## config.mk

```make
export PLATFORM = sky130hd
export DESIGN_NAME = gbu_shiftsub
export DESIGN_NICKNAME = d
export VERILOG_FILES = /design/src/gbu_pkg.sv /design/src/gbu_shiftsub.sv
export SDC_FILE = /design/constraint.sdc
export NUM_CORES = 1
export LEC_CHECK = 0
export ABC_AREA = 1
export BUFFER_PORTS_ARGS = -buffer_cell sky130_fd_sc_hd__buf_4
export CORE_MARGIN = 4
export CORE_UTILIZATION = 35
export DETAILED_ROUTE_END_ITERATION = 8
export PLACE_DENSITY_LB_ADDON = 0.1
export SETUP_SLACK_MARGIN = 0.2
export SYNTH_ARGS = -nofsm -noshare
export SYNTH_HDL_FRONTEND = slang
export SYNTH_SLANG_ARGS = --single-unit
```

## constraint.sdc

```tcl
create_clock -name clk -period 4.1 [get_ports clk]
set_input_delay 0.82 -clock clk [delete_from_list [all_inputs] [get_ports clk]]
set_output_delay 0.82 -clock clk [all_outputs]
set_load 0.01 [all_outputs]
```

## src/gbu_pkg.sv

```systemverilog
// Shared types and constants for the gravity body update block.
package gbu_pkg;

    localparam int DATA_W     = 32;   // position / velocity / mass width
    localparam int TS_W       = 20;   // time step register width
    localparam int SC_W       = 7;    // substep count register width
    localparam int CFG_IDX_W  = 2;
    localparam int Q_W        = 31;   // scaled offset magnitude width
    localparam int SQ_W       = 64;   // sum of squares width
    localparam int ROOT_W     = 32;
    localparam int ROOT_STEPS = 32;   // two radicand bits per step
    localparam int G_W        = 56;   // 15 * mass * time_step
    localparam int GRAV_GAIN  = 15;

    localparam logic [TS_W-1:0] TS_RESET = 20'd655;
    localparam logic [SC_W-1:0] SC_RESET = 7'd1;

    localparam logic [CFG_IDX_W-1:0] REG_TIME_STEP = 2'd0;
    localparam logic [CFG_IDX_W-1:0] REG_SUBSTEPS  = 2'd1;
    localparam logic [CFG_IDX_W-1:0] REG_STATIC    = 2'd2;

    localparam logic [1:0] MODE_LOAD   = 2'd0;
    localparam logic [1:0] MODE_PULL   = 2'd1;
    localparam logic [1:0] MODE_DRIFT  = 2'd2;
    localparam logic [1:0] MODE_UNUSED = 2'd3;

    typedef enum logic {
        OP_DIV,
        OP_SQRT
    } unit_op_t;

    typedef struct packed {
        logic     start;
        unit_op_t op;
    } unit_ctl_t;

    typedef enum logic [3:0] {
        ST_IDLE,
        ST_DIFF,
        ST_SQ,
        ST_SQ_ACC,
        ST_GAIN,
        ST_ROOT,
        ST_ROOT_WAIT,
        ST_K_WAIT,
        ST_N_WAIT,
        ST_DV_LO,
        ST_DV_HI,
        ST_DV_ADD,
        ST_DRIFT,
        ST_DRIFT_ADD,
        ST_DONE
    } state_t;

endpackage

```

## src/gbu_shiftsub.sv

```systemverilog
// Iterative shift-subtract unit: restoring division or integer square root.
module gbu_shiftsub #(
    parameter int NUM_W = 72
) (
    input  logic                          clk,
    input  logic                          rst_n,
    input  gbu_pkg::unit_ctl_t            ctl,
    input  logic [NUM_W-1:0]              num,
    input  logic [gbu_pkg::SQ_W-1:0]      den,
    output logic                          busy,
    output logic [NUM_W-1:0]              quo
);

    localparam int CNT_W = $clog2(NUM_W + 1);
    localparam int REM_W = gbu_pkg::SQ_W + 2;

    logic                       busy_reg, busy_next;
    logic [CNT_W-1:0]           cnt_reg, cnt_next;
    gbu_pkg::unit_op_t          op_reg, op_next;
    logic [NUM_W-1:0]           acc_reg, acc_next;
    logic [NUM_W-1:0]           quo_reg, quo_next;
    logic [REM_W-1:0]           rem_reg, rem_next;
    logic [gbu_pkg::SQ_W-1:0]   den_reg, den_next;

    logic [REM_W-1:0] rem_sh;
    logic [REM_W-1:0] trial;
    logic [REM_W-1:0] diff;
    logic             fits;

    always_comb
    begin
        if (op_reg == gbu_pkg::OP_SQRT)
        begin
            rem_sh = {rem_reg[REM_W-3:0], acc_reg[NUM_W-1 -: 2]};
            // trial = 4 * root + 1
            trial  = {{(REM_W-gbu_pkg::ROOT_W-2){1'b0}}, quo_reg[gbu_pkg::ROOT_W-1:0], 2'b01};
        end
        else
        begin
            rem_sh = {rem_reg[REM_W-2:0], acc_reg[NUM_W-1]};
            trial  = {2'b00, den_reg};
        end
        fits = (rem_sh >= trial);
        diff = rem_sh - trial;
    end

    always_comb
    begin
        busy_next = busy_reg;
        cnt_next  = cnt_reg;
        op_next   = op_reg;
        acc_next  = acc_reg;
        quo_next  = quo_reg;
        rem_next  = rem_reg;
        den_next  = den_reg;
        if (ctl.start)
        begin
            busy_next = 1'b1;
            op_next   = ctl.op;
            acc_next  = num;
            quo_next  = '0;
            rem_next  = '0;
            den_next  = den;
            cnt_next  = (ctl.op == gbu_pkg::OP_SQRT) ? CNT_W'(gbu_pkg::ROOT_STEPS)
                                                    : CNT_W'(NUM_W);
        end
        else if (busy_reg)
        begin
            rem_next = fits ? diff : rem_sh;
            quo_next = {quo_reg[NUM_W-2:0], fits};
            acc_next = (op_reg == gbu_pkg::OP_SQRT) ? (acc_reg << 2) : (acc_reg << 1);
            cnt_next = cnt_reg - 1'b1;
            if (cnt_reg == CNT_W'(1))
            begin
                busy_next = 1'b0;
            end
        end
    end

    always_ff @(posedge clk or negedge rst_n)
    begin
        if (!rst_n)
        begin
            busy_reg <= 1'b0;
            cnt_reg  <= '0;
            op_reg   <= gbu_pkg::OP_DIV;
        end
        else
        begin
            busy_reg <= busy_next;
            cnt_reg  <= cnt_next;
            op_reg   <= op_next;
        end
    end

    always_ff @(posedge clk)
    begin
        acc_reg <= acc_next;
        quo_reg <= quo_next;
        rem_reg <= rem_next;
        den_reg <= den_next;
    end

    assign busy = busy_reg;
    assign quo  = quo_reg;

endmodule

```

=== Word-level counts from Yosys, hierarchy flattened ===
Index checks and enable logic that the tools add are counted.
Widths: inputs -> output; s select.

* Register bits after elaboration: 282
* Latch bits: 0
* Bits in writable memories: 0
* ROM bits: 0
* Input bits: 140
* Output and inout port bits: 73
* Memories kept: 0

* Add/sub/neg operators: 2
* Multipliers: 0
* Div/mod/pow operators: 0
* Order comparisons: 1
* Equal/unequal tests: 1
* Shift-type cells: 0
* Muxes and demuxes: 12
* Bitwise gates (word level): 0
* Reductions and logical operators: 1

{| class="wikitable"
|+ Operator list
! cell !! number
|-
| $mux 72 || 3
|-
| $ge 66x64->1 || 1
|-
| $mux 66 || 1
|-
| $mux 65 || 1
|-
| $sub 65x64->65 || 1
|-
| $mux 64 || 1
|-
| $mux 7 || 3
|-
| $eq 7x1->1 const B || 1
|-
| $sub 7x1->7 const B || 1
|-
| $mux 1 || 3
|-
| $reduce_bool 2->1 || 1
|}

=== Longest topological paths before layout ===
* Word-level depth: 4
* Mapped depth: 25
* Gate-level depth less buffers: 21

=== Worst setup path before layout ===
No wires, ideal clock.

* Kind: input-to-reg
* From: input ctl[1] in the netlist's numbering
* To: register acc_reg[0], enable pin
* Library setup time: 0.465 ns
* Arrival time: 3.142 ns
* Data required time: 3.635 ns
* Path slack: 0.493 ns
* Stages: 3
* Buffers on the path: 1
* Cell sequence: nor2_1 inv_1 clkbuf_1

* Cells in the longest elaborated chain, start to end: 1

{| class="wikitable"
|+ RTL lines
! what !! RTL line !! RTL
|-
| start: declaration || gbu_shiftsub.sv:7 || <nowiki>input gbu_pkg::unit_ctl_t ctl,</nowiki>
|-
| $reduce_bool 2->1 (no source line) || - ||
|-
| end signal: assignment || gbu_shiftsub.sv:98 || <nowiki>acc_reg <= acc_next;</nowiki>
|-
| end: declaration || gbu_shiftsub.sv:20 || <nowiki>logic [NUM_W-1:0] acc_reg, acc_next;</nowiki>
|}

Every way passes these cells.
A chain may end at the register's enable or synchronous reset.

=== Worst setup path in the final report ===
* From: register op_reg
* To: register rem_reg[59]

* Cells in the longest elaborated chain, start to end: 3
* Elaborated cells between the ends (all ways): 5
* Those cells by class: add/sub: 1; order compare: 1; mux: 3

{| class="wikitable"
|+ RTL lines
! what !! RTL line !! RTL
|-
| start: declaration || gbu_shiftsub.sv:19 || <nowiki>gbu_pkg::unit_op_t op_reg, op_next;</nowiki>
|-
| start signal: assignment || gbu_shiftsub.sv:86 || <nowiki>op_reg <= gbu_pkg::OP_DIV;</nowiki>
|-
| start signal: assignment || gbu_shiftsub.sv:92 || <nowiki>op_reg <= op_next;</nowiki>
|-
| $mux 66 or $mux 64 (tied branches) || gbu_shiftsub.sv:32 || <nowiki>if (op_reg == gbu_pkg::OP_SQRT)</nowiki>
|-
| $sub 65x64->65 or $ge 66x64->1 (tied branches) || gbu_shiftsub.sv:44, gbu_shiftsub.sv:43 ||
|-
| $mux 65 * || gbu_shiftsub.sv:69 || <nowiki>rem_next = fits ? diff : rem_sh;</nowiki>
|-
| end signal: assignment || gbu_shiftsub.sv:100 || <nowiki>rem_reg <= rem_next;</nowiki>
|-
| end: declaration || gbu_shiftsub.sv:22 || <nowiki>logic [REM_W-1:0] rem_reg, rem_next;</nowiki>
|}

Mark *: on every way between the ends. The rest lies on a longest branch, timed or not.

==> summary.txt <==
Run status
  • Run status: completed

Logic synthesis
  • Netlist cell types: 42
  • Syn avg cell area: 6.69 um^2
  • Largest family of logic cells by synthesized area: simple AND/OR/NAND/NOR gates
  • Compound-Gate Fraction of Synth Area: 0.106
  • Ys Warns: 0
  • Yosys reg bits: 282
  • Synth Area in XOR/XNOR: 0.0162
  • Synth Cell Area: 18400 um^2
  • Cells after Synth: 2748
  • Mux contribution to synthesized area: 0
  • Synth Area in Adders: 0.0460
  • Net Count, Synth: 2955
  • Post-synthesis sequential area ratio: 0.383
  • Simple-Gate Fraction of Synth Area: 0.314

Setup path
  • Worst reg2reg startpoint: op_reg
  • Critical path type: flop to flop
  • Reg2reg setup slack: 0.37 ns
  • CP Cell Sequence: inv_4 -> buf_12 -> or2_2 -> o21ai_0 -> inv_1 -> ha_1 -> nand2_1 -> nor2_1 -> nand3_1 -> nand2_1 -> nand2_1 -> nand2_1 -> nand2_1 -> nand2_1 -> nand2_1 -> nand3_1 -> nand3_1 -> nand2_1 -> nand2_1
  • Critical Path Most Common Cell: nand2_1
  • R2r endpoint: rem_reg[59]
  • Worst r2r path cells: 19
  • Sum of buffers and inverters on the critical path: 3
  • Slowest cell on the critical path: dfrtp_4
  • Top delay family on crit path: simple AND/OR/NAND/NOR gates
  • CP max FO: 39
  • Crit path DAT: 4.17 ns
  • Critical path required time: 4.54 ns
  • CP endpoint kind: flop
  • Slowest stage delay, CP: 0.54 ns
  • Critical path depth: 19
  • Crit path launch type: flop

Global route
  • Congestion Overflow GR: 0
  • Vias in the first global route: 17215
  • All-Layer GR Usage: 0.214
  • Largest net degree at the start of global routing: 116
  • First-pass GRT wire length: 96.5 mm
  • Antenna violations before repair: 1

Floorplan
  • Cell Rows: 83
  • Initial core utilization: 0.356
  • Die Y: 237 um
  • Die footprint: 56300 um^2
  • Die X-Extent: 237 um
  • Core ar.: 51700 um^2
  • Ports: 213

Layout
  • Share of layout cells above drive strength 1: 0.119
  • Nets: 3141
  • P&R area growth vs syn: 18.7%
  • Most common cell after layout, fill and taps aside: nand2_1
  • Filler cells: 5579
  • Number of diodes: 0
  • Layout Utilization: 0.422
  • Non-Filler Instances: 3640
  • Most frequent cells in the layout: nand2_1, inv_1, buf_4

Clock tree
  • Worst-skew pair later-pin latency: 0.55 ns
  • Root Buffer: clkbuf_16
  • Clock Tree Buf Depth: 3
  • Clock slew at reported path FFs: 0.06 ns
  • CTS Hold Buffers Added: 0
  • Num Clock Sinks: 282
  • H-Tree Depth: 2
  • CTS tree: yes
  • CTS Buf Count: 34

Drt
  • Drt pass-1 iters: 5
  • Wire per inst: 16.9 um
  • Initial DRC count: 1108
  • Post-Route WL: 61.7 mm
  • # DRC: 0
  • Antenna Nets Post-Route: 0
  • Vias: 17512
  • Vias/cell: 4.81

Timing
  • Rel. slew slack: 0.192
  • Fin. Hold Viols: 0
  • Worst Skew: 0.0154 ns
  • Period utilisation layout: 0.911
  • Post-route minimum period: 3.73 ns
  • Setup Viol. Count Final: 0
  • Final hold slack: 0.0836 ns
  • Final setup TNS: 0 ns
  • Fmax: 268 MHz
  • Slew Viols, Final: 0
  • Measured slew at the worst slew-check pin: 1.21 ns
  • Setup repair after global routing missed its margin: no

Power
  • Sw Share: 0.457
  • Switching pwr: 6.32 mW
  • Seq pwr share: 0.265
  • Pleak: 11.2 nW
  • Pint: 7.51 mW
  • PD cells: 634 nW/um^2
  • Max IR drop VDD: 375 uV
  • Logic pwr share: 0.516
  • Overall power: 13.8 mW
  • Clock power share: 0.219

Placement
  • GPL Wtd Cong: 0.989
  • Inst Count DP: 3574
  • Post-DP HPWL: 47.7 mm
  • Number of port buffers: 212

Worst hold path
  • Worst Hold Class: primary input to async pin

Job
  • Max cap viols: 0
metal layers:
layer | up-vias | track usage | share of wire
met5 | - | 0 | 0
met4 | 0 | 0.0612 | 0.026
met3 | 76 | 0.0365 | 0.059
met2 | 428 | 0.348 | 0.45
met1 | 7988 | 0.295 | 0.46
li1 | 9020 | - | -
kinds of logic after synthesis:
logic type | Yosys count
xor gates and xnor gates | 34
buffers and inverters | 630
adders and majority gates | 67
DFF | 282
and+or+nand+nor | 1423
AOI/OAI and AO/OA | 312
through the flow:
stage                     cell area, um^2  worst slack, ns
after floorplan                     18400            0.493
after global placement              20700            0.246
after detailed placement            20700            0.205
after CTS                           21800            0.240
after global routing                21800            0.245
final                               21800            0.366
synthesized netlist by cell type:
cell / count / area share
o22ai_1: 72 / 0.024
a21boi_0: 1 / 0.00041
clkinv_1: 1 / 0.00020
nand2_1: 1076 / 0.22
a21oi_1: 43 / 0.012
and2_1: 6 / 0.0020
o221ai_1: 70 / 0.033
clkbuf_1: 71 / 0.014
buf_12: 1 / 0.0011
fa_1: 1 / 0.0011
buf_6: 5 / 0.0031
nand3_1: 142 / 0.039
nor2_1: 110 / 0.022
buf_2: 14 / 0.0038
nand3b_1: 9 / 0.0037
inv_2: 6 / 0.0012
dfxtp_1: 137 / 0.15
xnor2_1: 4 / 0.0019
o21a_1: 1 / 0.00041
o21ai_0: 112 / 0.030
edfxtp_1: 136 / 0.22
nand4_1: 19 / 0.0065
nand2_2: 6 / 0.0020
nor2_2: 14 / 0.0048
nor3_1: 15 / 0.0041
nor2_4: 2 / 0.0012
buf_4: 3 / 0.0012
nand3_2: 1 / 0.00054
buf_8: 2 / 0.0016
nand2_4: 2 / 0.0012
ha_1: 66 / 0.045
or2_2: 18 / 0.0061
nor4_1: 2 / 0.00068
o21ai_1: 1 / 0.00027
a41oi_1: 1 / 0.00048
o21bai_1: 8 / 0.0033
nor3_4: 1 / 0.00088
o211ai_1: 2 / 0.00082
dfrtp_1: 9 / 0.012
a31oi_1: 1 / 0.00034
inv_1: 527 / 0.11
xor2_1: 30 / 0.014
power by group through the flow:
stage                     sequential, mW  combinational [mW]  clock [mW]
after CTS                           3.67                7.07        3.13
after detailed placement            3.72                7.04           0
after global placement              3.73                7.04           0
final                               3.67                7.14        3.03
after global routing                3.72                8.08        3.25
after floorplan                     3.65                5.07           0
how the worst max path moves through the flow:
stage / start / to / slack, ns
4_1_cts: op_reg / quo[0] / 0.24
5_1_grt: op_reg / rem_reg[33] / 0.25
6_report: op_reg / rem_reg[59] / 0.37
2_1_floorplan: ctl[1] / acc_reg[0] / 0.49
3_5_place_dp: op_reg / quo[0] / 0.20
3_3_place_gp: op_reg / quo[0] / 0.25
timing repair:
| action | 4_1_cts | 5_1_grt |
|---|---|---|
| buffers inserted | 0 | 4 |
| gates resized for setup | 1 | 3 |
| endpoints found under the setup margin | 1 | 52 |
| hold endpoints to repair | 0 | 0 |
| gates cloned | 0 | 0 |
cell type report:
cell class	instances	area, um^2	area share
Multi-Input combinational cell	1836	8890	0.407
Sequential cell	282	7060	0.323
Inverter	534	2010	0.0921
Timing Repair Buffer	246	1930	0.0882
Clock buffer	51	976	0.0447
Tap cell	680	851	0.0390
Clock inverter	11	125	0.00573
(Power assumes the default switching activity.)
